==> src/hw/rtl/u8punct_pkg.sv <==
// Shared types and constants for the UTF-8 punctuation to ASCII core.
// No dependencies; u8punct_decode, u8punct_emit, the top level and the checker refer to this package.

package u8punct_pkg;

    // Byte patterns of UTF-8 lead and continuation bytes
    localparam logic [7:0] LEAD_PUNCT   = 8'hE2;
    localparam logic [7:0] SECOND_PUNCT = 8'h80;
    localparam logic [7:0] MASK3        = 8'hE0;
    localparam logic [7:0] MASK4        = 8'hF0;
    localparam logic [7:0] MASK5        = 8'hF8;
    localparam logic [7:0] PAT2         = 8'hC0;
    localparam logic [7:0] PAT3         = 8'hE0;
    localparam logic [7:0] PAT4         = 8'hF0;

    // Third byte of E2 80 xx
    localparam logic [7:0] RSQUO_LO = 8'h98;
    localparam logic [7:0] RSQUO_HI = 8'h99;
    localparam logic [7:0] RDQUO_LO = 8'h9C;
    localparam logic [7:0] RDQUO_HI = 8'h9D;
    localparam logic [7:0] DASH_LO  = 8'h93;
    localparam logic [7:0] DASH_HI  = 8'h94;
    localparam logic [7:0] ELLIPSIS = 8'hA6;

    // ASCII replacements
    localparam logic [6:0] CH_APOS   = 7'h27;
    localparam logic [6:0] CH_QUOTE  = 7'h22;
    localparam logic [6:0] CH_HYPHEN = 7'h2D;
    localparam logic [6:0] CH_DOT    = 7'h2E;

    // Result run lengths
    localparam logic [1:0] RUN_NONE     = 2'd0;
    localparam logic [1:0] RUN_ONE      = 2'd1;
    localparam logic [1:0] RUN_ELLIPSIS = 2'd3;

    typedef enum logic [3:0] {
        MODE_PLAIN = 4'b0001,
        MODE_E2    = 4'b0010,
        MODE_E280  = 4'b0100,
        MODE_DROP  = 4'b1000
    } mode_t;

    // One decoded byte: character and how many copies of it to emit
    typedef struct packed {
        logic [1:0] count;
        logic [6:0] ch;
    } res_t;

endpackage

==> src/hw/rtl/u8punct_ifs.sv <==
// Valid/ready channel interfaces for the UTF-8 punctuation core.
// Byte channel in, ASCII character channel out; no dependencies.

interface u8punct_byte_if;
    logic       valid;
    logic       ready;
    logic [7:0] byte_in;
    logic       end_of_text;

    modport source (output valid, byte_in, end_of_text, input ready);
    modport sink   (input valid, byte_in, end_of_text, output ready);
endinterface

interface u8punct_char_if;
    logic       valid;
    logic       ready;
    logic [6:0] char_out;
    logic       run_last;

    modport source (output valid, char_out, run_last, input ready);
    modport sink   (input valid, char_out, run_last, output ready);
endinterface

==> src/hw/rtl/u8punct_decode.sv <==
// Byte decoder: sequence state registers plus the per-byte mapping logic.
// Depends on u8punct_pkg.

module u8punct_decode (
    input  logic                clk,
    input  logic                rst_n,
    input  logic [7:0]          byte_in,
    input  logic                end_of_text,
    input  logic                step,
    output u8punct_pkg::res_t   res
);

    u8punct_pkg::mode_t mode_reg;
    u8punct_pkg::mode_t mode_next;
    logic [1:0]         drop_reg;
    logic [1:0]         drop_next;

    always_comb
    begin
        mode_next = mode_reg;
        drop_next = drop_reg;
        res.count = u8punct_pkg::RUN_NONE;
        res.ch    = byte_in[6:0];
        unique case (mode_reg)
            u8punct_pkg::MODE_PLAIN:
            begin
                if (!byte_in[7])
                begin
                    res.count = u8punct_pkg::RUN_ONE;
                end
                else if (byte_in == u8punct_pkg::LEAD_PUNCT)
                begin
                    mode_next = u8punct_pkg::MODE_E2;
                end
                else if ((byte_in & u8punct_pkg::MASK3) == u8punct_pkg::PAT2)
                begin
                    mode_next = u8punct_pkg::MODE_DROP;
                    drop_next = 2'd1;
                end
                else if ((byte_in & u8punct_pkg::MASK4) == u8punct_pkg::PAT3)
                begin
                    mode_next = u8punct_pkg::MODE_DROP;
                    drop_next = 2'd2;
                end
                else if ((byte_in & u8punct_pkg::MASK5) == u8punct_pkg::PAT4)
                begin
                    mode_next = u8punct_pkg::MODE_DROP;
                    drop_next = 2'd3;
                end
            end
            u8punct_pkg::MODE_E2:
            begin
                if (byte_in == u8punct_pkg::SECOND_PUNCT)
                begin
                    mode_next = u8punct_pkg::MODE_E280;
                end
                else
                begin
                    mode_next = u8punct_pkg::MODE_DROP;
                    drop_next = 2'd1;
                end
            end
            u8punct_pkg::MODE_E280:
            begin
                mode_next = u8punct_pkg::MODE_PLAIN;
                case (byte_in)
                    u8punct_pkg::RSQUO_LO, u8punct_pkg::RSQUO_HI:
                    begin
                        res.count = u8punct_pkg::RUN_ONE;
                        res.ch    = u8punct_pkg::CH_APOS;
                    end
                    u8punct_pkg::RDQUO_LO, u8punct_pkg::RDQUO_HI:
                    begin
                        res.count = u8punct_pkg::RUN_ONE;
                        res.ch    = u8punct_pkg::CH_QUOTE;
                    end
                    u8punct_pkg::DASH_LO, u8punct_pkg::DASH_HI:
                    begin
                        res.count = u8punct_pkg::RUN_ONE;
                        res.ch    = u8punct_pkg::CH_HYPHEN;
                    end
                    u8punct_pkg::ELLIPSIS:
                    begin
                        res.count = u8punct_pkg::RUN_ELLIPSIS;
                        res.ch    = u8punct_pkg::CH_DOT;
                    end
                    default:
                    begin
                        res.count = u8punct_pkg::RUN_NONE;
                    end
                endcase
            end
            u8punct_pkg::MODE_DROP:
            begin
                // a zero count here is treated as one byte left
                if (drop_reg <= 2'd1)
                begin
                    mode_next = u8punct_pkg::MODE_PLAIN;
                    drop_next = 2'd0;
                end
                else
                begin
                    drop_next = drop_reg - 2'd1;
                end
            end
            default:
            begin
                mode_next = u8punct_pkg::MODE_PLAIN;
                drop_next = 2'd0;
            end
        endcase
        if (end_of_text)
        begin
            mode_next = u8punct_pkg::MODE_PLAIN;
            drop_next = 2'd0;
        end
    end

    always_ff @(posedge clk or negedge rst_n)
    begin
        if (!rst_n)
        begin
            mode_reg <= u8punct_pkg::MODE_PLAIN;
            drop_reg <= 2'd0;
        end
        else if (step)
        begin
            mode_reg <= mode_next;
            drop_reg <= drop_next;
        end
    end

endmodule

==> src/hw/rtl/u8punct_emit.sv <==
// Result register: holds one decoded character and replays it count times.
// Depends on u8punct_pkg.

module u8punct_emit (
    input  logic                clk,
    input  logic                rst_n,
    input  logic                load,
    input  u8punct_pkg::res_t   load_res,
    output logic                free,
    output logic                valid,
    input  logic                ready,
    output logic [6:0]          char_out,
    output logic                run_last
);

    logic       valid_reg;
    logic [1:0] cnt_reg;
    logic [6:0] ch_reg;
    logic       xfer;

    assign xfer     = valid_reg && ready;
    assign free     = !valid_reg || (xfer && cnt_reg == u8punct_pkg::RUN_ONE);
    assign valid    = valid_reg;
    assign char_out = ch_reg;
    assign run_last = (cnt_reg == u8punct_pkg::RUN_ONE);

    always_ff @(posedge clk or negedge rst_n)
    begin
        if (!rst_n)
        begin
            valid_reg <= 1'b0;
            cnt_reg   <= 2'd0;
        end
        else if (load)
        begin
            valid_reg <= 1'b1;
            cnt_reg   <= load_res.count;
        end
        else if (xfer)
        begin
            valid_reg <= (cnt_reg != u8punct_pkg::RUN_ONE);
            cnt_reg   <= cnt_reg - 2'd1;
        end
    end

    always_ff @(posedge clk)
    begin
        if (load)
        begin
            ch_reg <= load_res.ch;
        end
    end

endmodule

==> src/hw/rtl/utf8_punctuation_to_ascii_core.sv <==
// Top level of the UTF-8 punctuation to ASCII core.
// Depends on u8punct_pkg, u8punct_ifs, u8punct_decode and u8punct_emit.
//
//  channel   | dir | payload                       | handshake
//  ----------+-----+-------------------------------+-------------
//  byte_ch   | in  | byte_in[7:0], end_of_text     | valid/ready
//  char_ch   | out | char_out[6:0], run_last       | valid/ready
//
// One byte per cycle unless a byte waits for a busy result register:
// input register -> decoder -> result register. A byte is registered in
// the input register, decoded, and its first character is registered in the
// result register. An ellipsis holds the result register for three character
// transfers; all other bytes give zero or one character. Bytes that give
// nothing retire from the input register even while the result register is
// stalled. rst_n clears the sequence state and both valid flags asynchronously.

module utf8_punctuation_to_ascii_core (
    input  logic              clk,
    input  logic              rst_n,
    u8punct_byte_if.sink      byte_ch,
    u8punct_char_if.source    char_ch
);

    // input register
    logic       in_valid_reg;
    logic [7:0] in_byte_reg;
    logic       in_eot_reg;

    u8punct_pkg::res_t res;
    logic              emit_free;
    logic              consume;
    logic              load;

    // a byte leaves the input register when its characters fit in the
    // result register, or at once when it gives none
    assign consume = in_valid_reg && ((res.count == u8punct_pkg::RUN_NONE) || emit_free);
    assign load    = consume && (res.count != u8punct_pkg::RUN_NONE);

    assign byte_ch.ready = !in_valid_reg || consume;

    always_ff @(posedge clk or negedge rst_n)
    begin
        if (!rst_n)
        begin
            in_valid_reg <= 1'b0;
        end
        else if (byte_ch.ready)
        begin
            in_valid_reg <= byte_ch.valid;
        end
    end

    always_ff @(posedge clk)
    begin
        if (byte_ch.ready && byte_ch.valid)
        begin
            in_byte_reg <= byte_ch.byte_in;
            in_eot_reg  <= byte_ch.end_of_text;
        end
    end

    u8punct_decode u_decode (
        .clk         (clk),
        .rst_n       (rst_n),
        .byte_in     (in_byte_reg),
        .end_of_text (in_eot_reg),
        .step        (consume),
        .res         (res)
    );

    u8punct_emit u_emit (
        .clk      (clk),
        .rst_n    (rst_n),
        .load     (load),
        .load_res (res),
        .free     (emit_free),
        .valid    (char_ch.valid),
        .ready    (char_ch.ready),
        .char_out (char_ch.char_out),
        .run_last (char_ch.run_last)
    );

endmodule

==> src/flat_wrapper.sv <==
// flat-port wrapper written by rule: the top's interface ports become plain ports
module utf8_punctuation_to_ascii_core_flat 
  (clk, rst_n, byte_ch_valid, byte_ch_byte_in, byte_ch_end_of_text, byte_ch_ready, char_ch_valid, char_ch_char_out, char_ch_run_last, char_ch_ready);
  u8punct_byte_if byte_ch_i ();
  u8punct_char_if char_ch_i ();
  input  logic clk;
  input  logic rst_n;
  input wire logic [$bits(byte_ch_i.valid)-1:0] byte_ch_valid;
  input wire logic [$bits(byte_ch_i.byte_in)-1:0] byte_ch_byte_in;
  input wire logic [$bits(byte_ch_i.end_of_text)-1:0] byte_ch_end_of_text;
  output wire logic [$bits(byte_ch_i.ready)-1:0] byte_ch_ready;
  output wire logic [$bits(char_ch_i.valid)-1:0] char_ch_valid;
  output wire logic [$bits(char_ch_i.char_out)-1:0] char_ch_char_out;
  output wire logic [$bits(char_ch_i.run_last)-1:0] char_ch_run_last;
  input wire logic [$bits(char_ch_i.ready)-1:0] char_ch_ready;
  assign byte_ch_i.valid = byte_ch_valid;
  assign byte_ch_i.byte_in = byte_ch_byte_in;
  assign byte_ch_i.end_of_text = byte_ch_end_of_text;
  assign byte_ch_ready = byte_ch_i.ready;
  assign char_ch_valid = char_ch_i.valid;
  assign char_ch_char_out = char_ch_i.char_out;
  assign char_ch_run_last = char_ch_i.run_last;
  assign char_ch_i.ready = char_ch_ready;
  utf8_punctuation_to_ascii_core u_core (.clk(clk), .rst_n(rst_n), .byte_ch(byte_ch_i), .char_ch(char_ch_i));
endmodule
==> config.mk <==
export PLATFORM = sky130hd
export DESIGN_NAME = utf8_punctuation_to_ascii_core_flat
export DESIGN_NICKNAME = d
export VERILOG_FILES = /design/src/hw/rtl/u8punct_pkg.sv /design/src/hw/rtl/u8punct_ifs.sv /design/src/hw/rtl/u8punct_decode.sv /design/src/hw/rtl/u8punct_emit.sv /design/src/hw/rtl/utf8_punctuation_to_ascii_core.sv /design/src/flat_wrapper.sv
export SDC_FILE = /design/constraint.sdc
export NUM_CORES = 1
export LEC_CHECK = 0
export BUFFER_PORTS_ARGS = -buffer_cell sky130_fd_sc_hd__buf_4
export CAP_MARGIN = 10
export CORE_MARGIN = 1.5
export CORE_UTILIZATION = 49
export DETAILED_ROUTE_END_ITERATION = 16
export PLACE_DENSITY_LB_ADDON = 0.12
export SLEW_MARGIN = 40
export SYNTH_ARGS = -nofsm -noshare
export SYNTH_HDL_FRONTEND = slang
export SYNTH_SLANG_ARGS = --single-unit
==> constraint.sdc <==
create_clock -name clk -period 2.2 [get_ports clk]
set_input_delay 0.66 -clock clk [delete_from_list [all_inputs] [get_ports clk]]
set_output_delay 0.66 -clock clk [all_outputs]
set_load 0.01 [all_outputs]
==> impl_metrics.yaml, run 1 <==
outcome:
  status: "finished, violations left"
  violations: "negative setup slack"
die:
  start_util_pct: 53.2
  die_area_sq_mm: 0.00311
  num_io_pins: 23
  coreArea_sq_mm: 0.00257
  rows: 18
  fp.dieH_microns: 55.8
  fp.dieW_microns: 55.8
global_routing:
  grt_overflow: 0
  grt_start_max_net_pins: 15
  grt_util_all_layers_pct: 19.0
  grt_pass1_wl_microns: 4600
  grt_pass1_vias: 1036
  antenna_found_initial: 0
placement:
  portBuffers: 22
  place_congestion: 0.800
  hpwl_microns: 2150
setup_path:
  ff2ff_setup_slack_ps: -110
  critPathKind: "register to output pin"
  crit_path_max_fanout: 3
  rr_startpoint: "u_core.in_byte_reg[0]"
  slowest_stage: "or3b_2"
  worst_path_largest_cell_delay_ps: 490
  startpoint_type: "register"
  crit_buf_inv: 1
  cp_num_cells: 6
  end_kind: "output pin"
  crit_family: "simple AND/OR/NAND/NOR gates"
  ff2ff_path_depth: 9
  arrival_ps: 2030
  r2r_end: "u_core.u_emit.char_out[5]"
  crit_start: "u_core.in_byte_reg[0]"
  required_ps: 1540
  critPathCapture: "byte_ch_ready"
  worstPathCellList: "or3b_2, o21ai_2, nand4b_1, a31o_1, nand2b_4, buf_6"
worst_hold_path:
  hold_class: "primary input to async pin"
power:
  total_power_mw: 1.57
  power_leakage_nw: 0.808
  power.density_mw_per_mm2: 859
  peakVddDrop_uv: 635
cells_and_area:
  drive_above_1_share_pct: 41.9
  layout_commonest_cell: "buf_4"
  area_growth_pct: 34.1
  largest_register_ffs: 8
  post-route-util_pct: 71.3
  seq_area_sq_um: 732
  fin_nets: 187
  n_fill_cell: 208
  mostFrequentLayoutCells: "50 x buf_4, 16 x edfxtp_1, 14 x nand2_1, 9 x nor2_1, 9 x dfrtp_1"
  multi_input_area_sq_um: 631
  diodes: 0
clocking:
  clock_sinks: 26
  ctsHoldBuffers: 0
  clock_latency_ps: 320
  cts_root_buf: "clkbuf_4"
  cts_buffers: 3
  clk_pin_slew_worst_paths_ps: 140
  tritoncts: "built"
  clockBufferDepth: 2
  htree_levels: 1
routing:
  ant_nets: 0
  vias_per_cell: 5.62
  drc: 0
  wl_microns: 2880
  drt_iter0_markers: 44
  vias: 1135
  wire_per_inst_microns: 14.2
  drt-pass1-iter-count: 5
timing:
  timing.fmax_mhz: 372
  worst_pin_slew_ps: 458
  finClkSkew_ps: 2.95
  rsz0062_at_grt: "yes"
  period_share_pct: 122
  finalHoldViolCount: 0
  max-slew-margin-rel_pct: 69.1
  setup_ws_ps: -485
  drv_slew: 0
  period_needed_ps: 2690
  setup_viol: 8
logic_synthesis:
  netlist-cell-type-count: 47
  synth_area_sq_mm: 0.00137
  synth-seq-cells: 26
  synthCells: 120
  postSynth.asyncResetShare_pct: 38.5
  ys_warn_count: 0
  synth_area_per_cell_sq_um: 11.4
  synth_flop_cell: "edfxtp_1"
  synth-edff-count: 16
  syn-num-nets: 134
  ys_seq_area_share_pct: 53.6
run:
  cap_violations: 0
[worst min-delay path by stage]
stage | startpoint | endpoint | depth (start not counted)
after floorplan | rst_n | u_core.in_valid_reg | 0
after global placement | rst_n | u_core.u_decode.drop_reg[0] | 1
after detailed placement | rst_n | u_core.u_emit.cnt_reg[0] | 1
after CTS | rst_n | u_core.u_emit.cnt_reg[0] | 1
after global routing | rst_n | u_core.u_emit.cnt_reg[0] | 1
final | rst_n | u_core.u_emit.cnt_reg[1] | 1
[synth_stat cells, drive strengths merged (2+ instances only)]
cell / instances / area [sq um]
and3: 2 / 17.5
o21ai: 5 / 28.8
mux2: 6 / 75.1
nor4: 2 / 12.5
a31oi: 2 / 12.5
nor4b: 3 / 32.5
inv: 2 / 7.51
nor2: 9 / 33.8
o22a: 2 / 17.5
nand3: 4 / 20.0
nor3: 2 / 21.3
nand2: 14 / 52.6
edfxtp: 16 / 480
a21oi: 2 / 10.0
a211oi: 2 / 15.0
nor2b: 4 / 25.0
dfrtp: 9 / 225
clkbuf: 3 / 11.3
or2: 2 / 12.5
nand2b: 8 / 50.1
[cell type report]
class	instances	share of cell area (%)
well taps	30	2.05
repair buffers	52	21.7
clock buffers	3	1.23
inverters	2	0.410
multi-input cells	88	34.4
flip-flops and latches	26	40.0
clock inverters	1	0.205
[worst register-to-register path: stages (launching register included)]
cell,delay (ps)
edfxtp_1,420
or3b_2,490
o21ai_2,70
nand4b_1,160
buf_4,180
buf_4,120
buf_4,150
a31oi_4,200
buf_6,150
buf_4,110
[timing repair]
action,4_1_cts,5_1_grt
setup endpoints to repair,1,23
gates resized for setup,3,3
cloned,0,0
pin swaps,1,2
buffers inserted,2,6
[metal layers]
metal / vias up / global-route usage, % / routed length [microns]
met4: 0 / 7.32 / 44
met5: - / 0 / 0
li1: 549 / - / -
met3: 5 / 2.79 / 164
met1: 538 / 23.7 / 1210
met2: 43 / 33.0 / 1460
[stage by stage]
stage                     hold slack [ps]  setup TNS [ps]  cell area, sq um  cells  setup slack, ps
after floorplan                       364            -696              1370    120            -96.1
final                                 130           -1040              1830    202             -485
after global placement                495            -111              1730    191             -111
after CTS                             129            -488              1780    197             -488
after global routing                  118           -2620              1830    202             -590
after detailed placement              495            -151              1730    191             -151
[logic make-up after synthesis]
| family | count (synthesis) | synth area share [%] |
|---|---|---|
| fa+ha+maj | 1 | 0.916 |
| xor+xnor | 1 | 0.641 |
| mux | 7 | 6.23 |
| buf+inv | 6 | 2.20 |
| simple gates | 58 | 25.6 |
| compound gates | 21 | 10.9 |
| flops | 26 | 53.6 |
[power breakdown]
part / internal, mW / switching [mW]
clock network: 0.0667 / 0.140
logic: 0.369 / 0.289
registers: 0.632 / 0.0759
total: 1.07 / 0.505
Note: power is estimated with default switching activity, not from simulation.
==> run 2, diff against run 1 <==
Settings changed: CORE_UTILIZATION 49 to 30, MAX_ROUTING_LAYER set to met4.
==> impl_metrics.yaml, run 2 (same netlist as run 1, synthesis figures left out) <==
outcome:
  status: "finished, violations left"
  violations: "negative setup slack"
die:
  rows: 24
  fp.dieH_microns: 70.5
  start_util_pct: 31.4
  fp.dieW_microns: 70.5
  die_area_sq_mm: 0.00497
  coreArea_sq_mm: 0.00435
  num_io_pins: 23
setup_path:
  ff2ff_path_depth: 7
  startpoint_type: "register"
  ff2ff_setup_slack_ps: 0
  rr_startpoint: "u_core.in_byte_reg[6]"
  end_kind: "output pin"
  critPathKind: "register to output pin"
  required_ps: 1540
  crit_path_max_fanout: 4
  arrival_ps: 1970
  r2r_end: "u_core.u_decode.mode_reg[1]"
global_routing:
  grt_pass1_wl_microns: 4840
  grt_start_max_net_pins: 16
  grt_pass1_vias: 1103
  grt_util_all_layers_pct: 12.6
  antenna_found_initial: 0
  grt_overflow: 0
cells_and_area:
  area_growth_pct: 39.0
  drive_above_1_share_pct: 42.7
  largest_register_ffs: 8
  seq_area_sq_um: 732
  diodes: 0
  mostFrequentLayoutCells: "49 x buf_4, 16 x edfxtp_1, 14 x nand2_1, 9 x nor2_1, 9 x dfrtp_1"
  final_cells: 223
  postLayoutCellArea_sq_mm: 0.00190
  fin_nets: 186
  multi_input_area_sq_um: 633
  post-route-util_pct: 43.6
  n_fill_cell: 412
  layout_commonest_cell: "buf_4"
power:
  peakVddDrop_uv: 326
  power.density_mw_per_mm2: 923
  power_leakage_nw: 0.824
timing:
  tns_ps: -426
  period_needed_ps: 2630
  rsz0062_at_grt: "yes"
  period_share_pct: 119
  timing.fmax_mhz: 381
  max-slew-margin-rel_pct: 71.6
  finClkSkew_ps: 7.13
  worst_pin_slew_ps: 423
  finalHoldViolCount: 0
  setup_ws_ps: -426
  setup_viol: 1
  drv_slew: 0
clocking:
  clk_pin_slew_worst_paths_ps: 100
  tritoncts: "built"
  ctsHoldBuffers: 0
  cts_root_buf: "clkbuf_8"
  clock_latency_ps: 280
  htree_levels: 1
  clock_sinks: 26
  clockBufferDepth: 2
  cts_buffers: 3
routing:
  drt_iter0_markers: 19
  ant_nets: 0
  wire_per_inst_microns: 12.8
  wl_microns: 2860
  drc: 0
  vias: 1069
  drt-pass1-iter-count: 4
  vias_per_cell: 4.79
placement:
  placed_cell_area_sq_mm: 0.00177
  place_congestion: 0.841
  post-place-cells: 215
  hpwl_microns: 2270
  portBuffers: 22
run:
  cap_violations: 0
worst_hold_path:
  hold_class: "primary input to async pin"
run 2: changes by cell type in the layout (fill, tap and decap cells not counted), sizes merged:
cell,delta
clkinv,-1
bufinv,+1
buf,-1
run 2: what timing repair did:
item | in CTS | in global routing
pin swaps | 1 | 4
resized for setup | 4 | 4
endpoints found under the setup margin | 11 | 14
buffers inserted | 1 | 3
run 2: stage by stage:
step / hold slack (ps) / total power, mW / worst slack (ps)
4_1_cts: 201 / 1.75 / -465
3_5_place_dp: 502 / 1.33 / -158
2_1_floorplan: 364 / 1.08 / -96.1
6_report: 196 / 1.75 / -426
3_3_place_gp: 502 / 1.32 / -135
5_1_grt: 205 / 1.85 / -522
run 2: worst max path at each step:
stage                                     start                  endpoint  slack (ps)  cells after the start
after global placement    u_core.in_byte_reg[0]             byte_ch_ready        -130                      6
after detailed placement  u_core.in_byte_reg[6]             byte_ch_ready        -160                      6
after global routing      u_core.in_byte_reg[6]             byte_ch_ready        -520                      6
after floorplan           u_core.in_byte_reg[3]  u_core.u_emit.cnt_reg[1]        -100                      7
after CTS                 u_core.in_byte_reg[6]             byte_ch_ready        -470                      6
final                     u_core.in_byte_reg[6]             byte_ch_ready        -430                      6
run 2: routing by layer:
metal | up-vias | global-route usage, % | share of wire (%)
met2 | 23 | 20.9 | 46
met4 | 0 | 5.13 | 2.4
met1 | 492 | 15.4 | 48
met3 | 7 | 1.88 | 3.6
met5 | - | - | 0
li1 | 547 | - | -
run 2: worst max-delay path: stages (launching register included):
cell and delay [ps]:
edfxtp_1 440, or4b_4 560, nor3_4 150, o21ai_2 80
a31o_1 190, nand2b_4 150, buf_6 120
run 2: report_power, final:
part           internal, mW  leakage, nW  total [mW]  switching (mW)
combinational         0.366        0.514       0.644           0.278
sequential            0.633        0.274       0.705          0.0719
clock                 0.244       0.0357       0.404           0.160
run 2: area by class of cell:
cell class / instances / share of cell area [%]
clock buffers: 3 / 2.17
clock inverters: 1 / 1.58
inverters: 2 / 0.395
multi-input cells: 88 / 33.3
flip-flops and latches: 26 / 38.5
well taps: 52 / 3.43
repair buffers: 51 / 20.6
==> run 3, diff against run 2 <==
Settings changed: ABC_AREA set to 1.
==> impl_metrics.yaml, run 3 <==
outcome:
  status: "finished, violations left"
  violations: "negative setup slack"
setup_path:
  critPathKind: "register to output pin"
  required_ps: 1540
  arrival_ps: 1550
  end_kind: "output pin"
  crit_path_max_fanout: 5
  startpoint_type: "register"
die:
  start_util_pct: 31.6
  num_io_pins: 23
  coreArea_sq_mm: 0.00479
  fp.dieW_microns: 74.0
  fp.dieH_microns: 74.0
  die_area_sq_mm: 0.00548
  rows: 25
routing:
  drt_iter0_markers: 36
  vias_per_cell: 4.55
  drt-pass1-iter-count: 4
  wire_per_inst_microns: 12.3
  drc: 0
  vias: 1301
  wl_microns: 3510
  ant_nets: 0
clocking:
  clockBufferDepth: 2
  cts_buffers: 3
  htree_levels: 1
  tritoncts: "built"
  clk_pin_slew_worst_paths_ps: 100
  clock_sinks: 26
  clock_latency_ps: 280
  cts_root_buf: "clkbuf_8"
power:
  combPwrFrac_pct: 38.2
  clkPwrFrac_pct: 22.5
  power_leakage_nw: 0.962
  total_power_mw: 1.81
  sw_frac_of_total_pct: 35.7
  power.density_mw_per_mm2: 872
  peakVddDrop_uv: 353
  p_sw_uw: 645
  seqPwrFrac_pct: 39.2
  internal-power_mw: 1.16
logic_synthesis:
  synth-seq-cells: 26
  synth_top_cell_area_share_pct: 31.8
  synthCells: 170
  postSynth.asyncResetShare_pct: 38.5
  synth_area_per_cell_sq_um: 8.90
  ys_seq_area_share_pct: 48.4
  synthTopCellsByCount: "43 x nand2_1, 21 x inv_1, 16 x edfxtp_1, 16 x nor2_1"
  synth_flop_cell: "edfxtp_1"
  yosysTopAreaCell: "edfxtp_1"
  synth.most_common_cell: "nand2_1"
  syn-num-nets: 184
  synth-edff-count: 16
  netlist-cell-type-count: 29
  synth_area_leaders: "edfxtp_1 32%, dfrtp_1 15%, nand2_1 11%, inv_1 5.2%, nand3_4 4.6%"
  ys_warn_count: 0
  synth_area_sq_mm: 0.00151
global_routing:
  grt_overflow: 0
  grt_start_max_net_pins: 16
  grt_use_met1_pct: 16.6
  use_met2_pct: 23.4
  grt_util_all_layers_pct: 14.1
  use_met3_pct: 2.03
  busiest_layer: "met2"
  grt_pass1_wl_microns: 5580
  grt_pass1_vias: 1247
  antenna_found_initial: 0
placement:
  pre_cts_ws_ps: 137
  portBuffers: 22
  place_congestion: 0.888
  placed_cell_area_sq_mm: 0.00180
  hpwl_microns: 2560
cells_and_area:
  diodes: 0
  postLayoutCellArea_sq_mm: 0.00207
  area_growth_pct: 37.1
  fin_nets: 234
  largest_register_ffs: 8
  mostFrequentLayoutCells: "43 x buf_4, 42 x nand2_1, 17 x inv_1, 16 x edfxtp_1, 14 x nor2_1"
  layout_commonest_cell: "buf_4"
  n_fill_cell: 468
  drive_above_1_share_pct: 38.8
timing:
  period_needed_ps: 2210
  setup_viol: 1
  period_share_pct: 100
  worst_pin_slew_ps: 352
  setup_ws_ps: -8.24
  finalHoldViolCount: 0
  rsz0062_at_grt: "yes"
  whs_ps: 184
  max-slew-margin-rel_pct: 76.6
  tns_ps: -8.24
  drv_slew: 0
  timing.fmax_mhz: 453
  finClkSkew_ps: 8.75
run:
  cap_violations: 0
worst_hold_path:
  hold_class: "primary input to async pin"
run 3: cell types whose count changed in the layout (fill, tap and decap cells not counted), sizes merged, moves of 5 or more:
| cell | delta |
|---|---|
| nand2 | +36 |
| inv | +24 |
| nand4 | +13 |
| nor2 | +12 |
| nand3 | +11 |
| nand2b | -8 |
| mux2 | -6 |
| buf | -5 |
run 3: path summary, 6_finish.rpt:
check | from | end | slack (ps) | cells after the start
max | u_core.in_byte_reg[1] | byte_ch_ready | -8 | 7
min | rst_n | u_core.u_decode.drop_reg[0] | 180 | 1
max reg2reg | u_core.in_byte_reg[1] | u_core.u_emit.char_out[6] | 270 | 8
min reg2reg | u_core.u_decode.drop_reg[1] | u_core.u_decode.drop_reg[1] | 500 | 2
max in group asynchronous | rst_n | u_core.u_decode.mode_reg[0] | 1800 | 1
min in group clk | u_core.u_decode.drop_reg[1] | u_core.u_decode.drop_reg[1] | 500 | 2
run 3: critical path, stage by stage, from the launching register on:
cell and delay, ps:
edfxtp_1 470, nor2_2 200, nand2_1 90, nand2_2 90, nand3_4 80, nand4_4 120, nand3_4 80, buf_6 140
run 3: per-stage QoR:
stage,util [%],std cells
6_report,43.3,286
5_1_grt,43.3,286
4_1_cts,41.9,280
3_5_place_dp,37.6,262
3_3_place_gp,37.6,262
2_1_floorplan,-,170
run 3: cell type report:
class                   count  area [sq um]  area share (%)
repair buffers             46           365            17.6
inverters                  26          97.6            4.70
well taps                  67          83.8            4.04
flip-flops and latches     26           732            35.3
clock inverters             1          30.0            1.45
multi-input cells         117           724            34.9
clock buffers               3          41.3            1.99
run 3: logic make-up (layout without fill, tap and decap cells):
group | count (synthesis) | count (layout) | share of synthesized area, %
buffers and inverters | 27 | 76 | 6.70
and+or+nand+nor | 104 | 104 | 38.4
AOI/OAI and AO/OA | 12 | 12 | 5.71
DFF | 26 | 26 | 48.4
adders and majority gates | 1 | 1 | 0.827
run 3: what timing repair did:
item | CTS | global route
pin swaps | 5 | 7
hold buffers | 0 | 0
setup buffers | 14 | 6
gates resized for setup | 8 | 8
setup endpoints to repair | 1 | 1
run 3: metal layers:
layer  part of all wire, %  vias up
li1                      -      668
met1                    45      596
met2                    49       28
met3                   3.3        9
met4                   2.6        0
met5                     0        -
run 3: power by group through the flow:
stage	Sequential, mW	Combinational [mW]	Clock, mW
6_report	0.710	0.692	0.408
5_1_grt	0.723	0.777	0.438
4_1_cts	0.707	0.669	0.420
3_5_place_dp	0.717	0.623	0
3_3_place_gp	0.711	0.617	0
2_1_floorplan	0.710	0.416	0
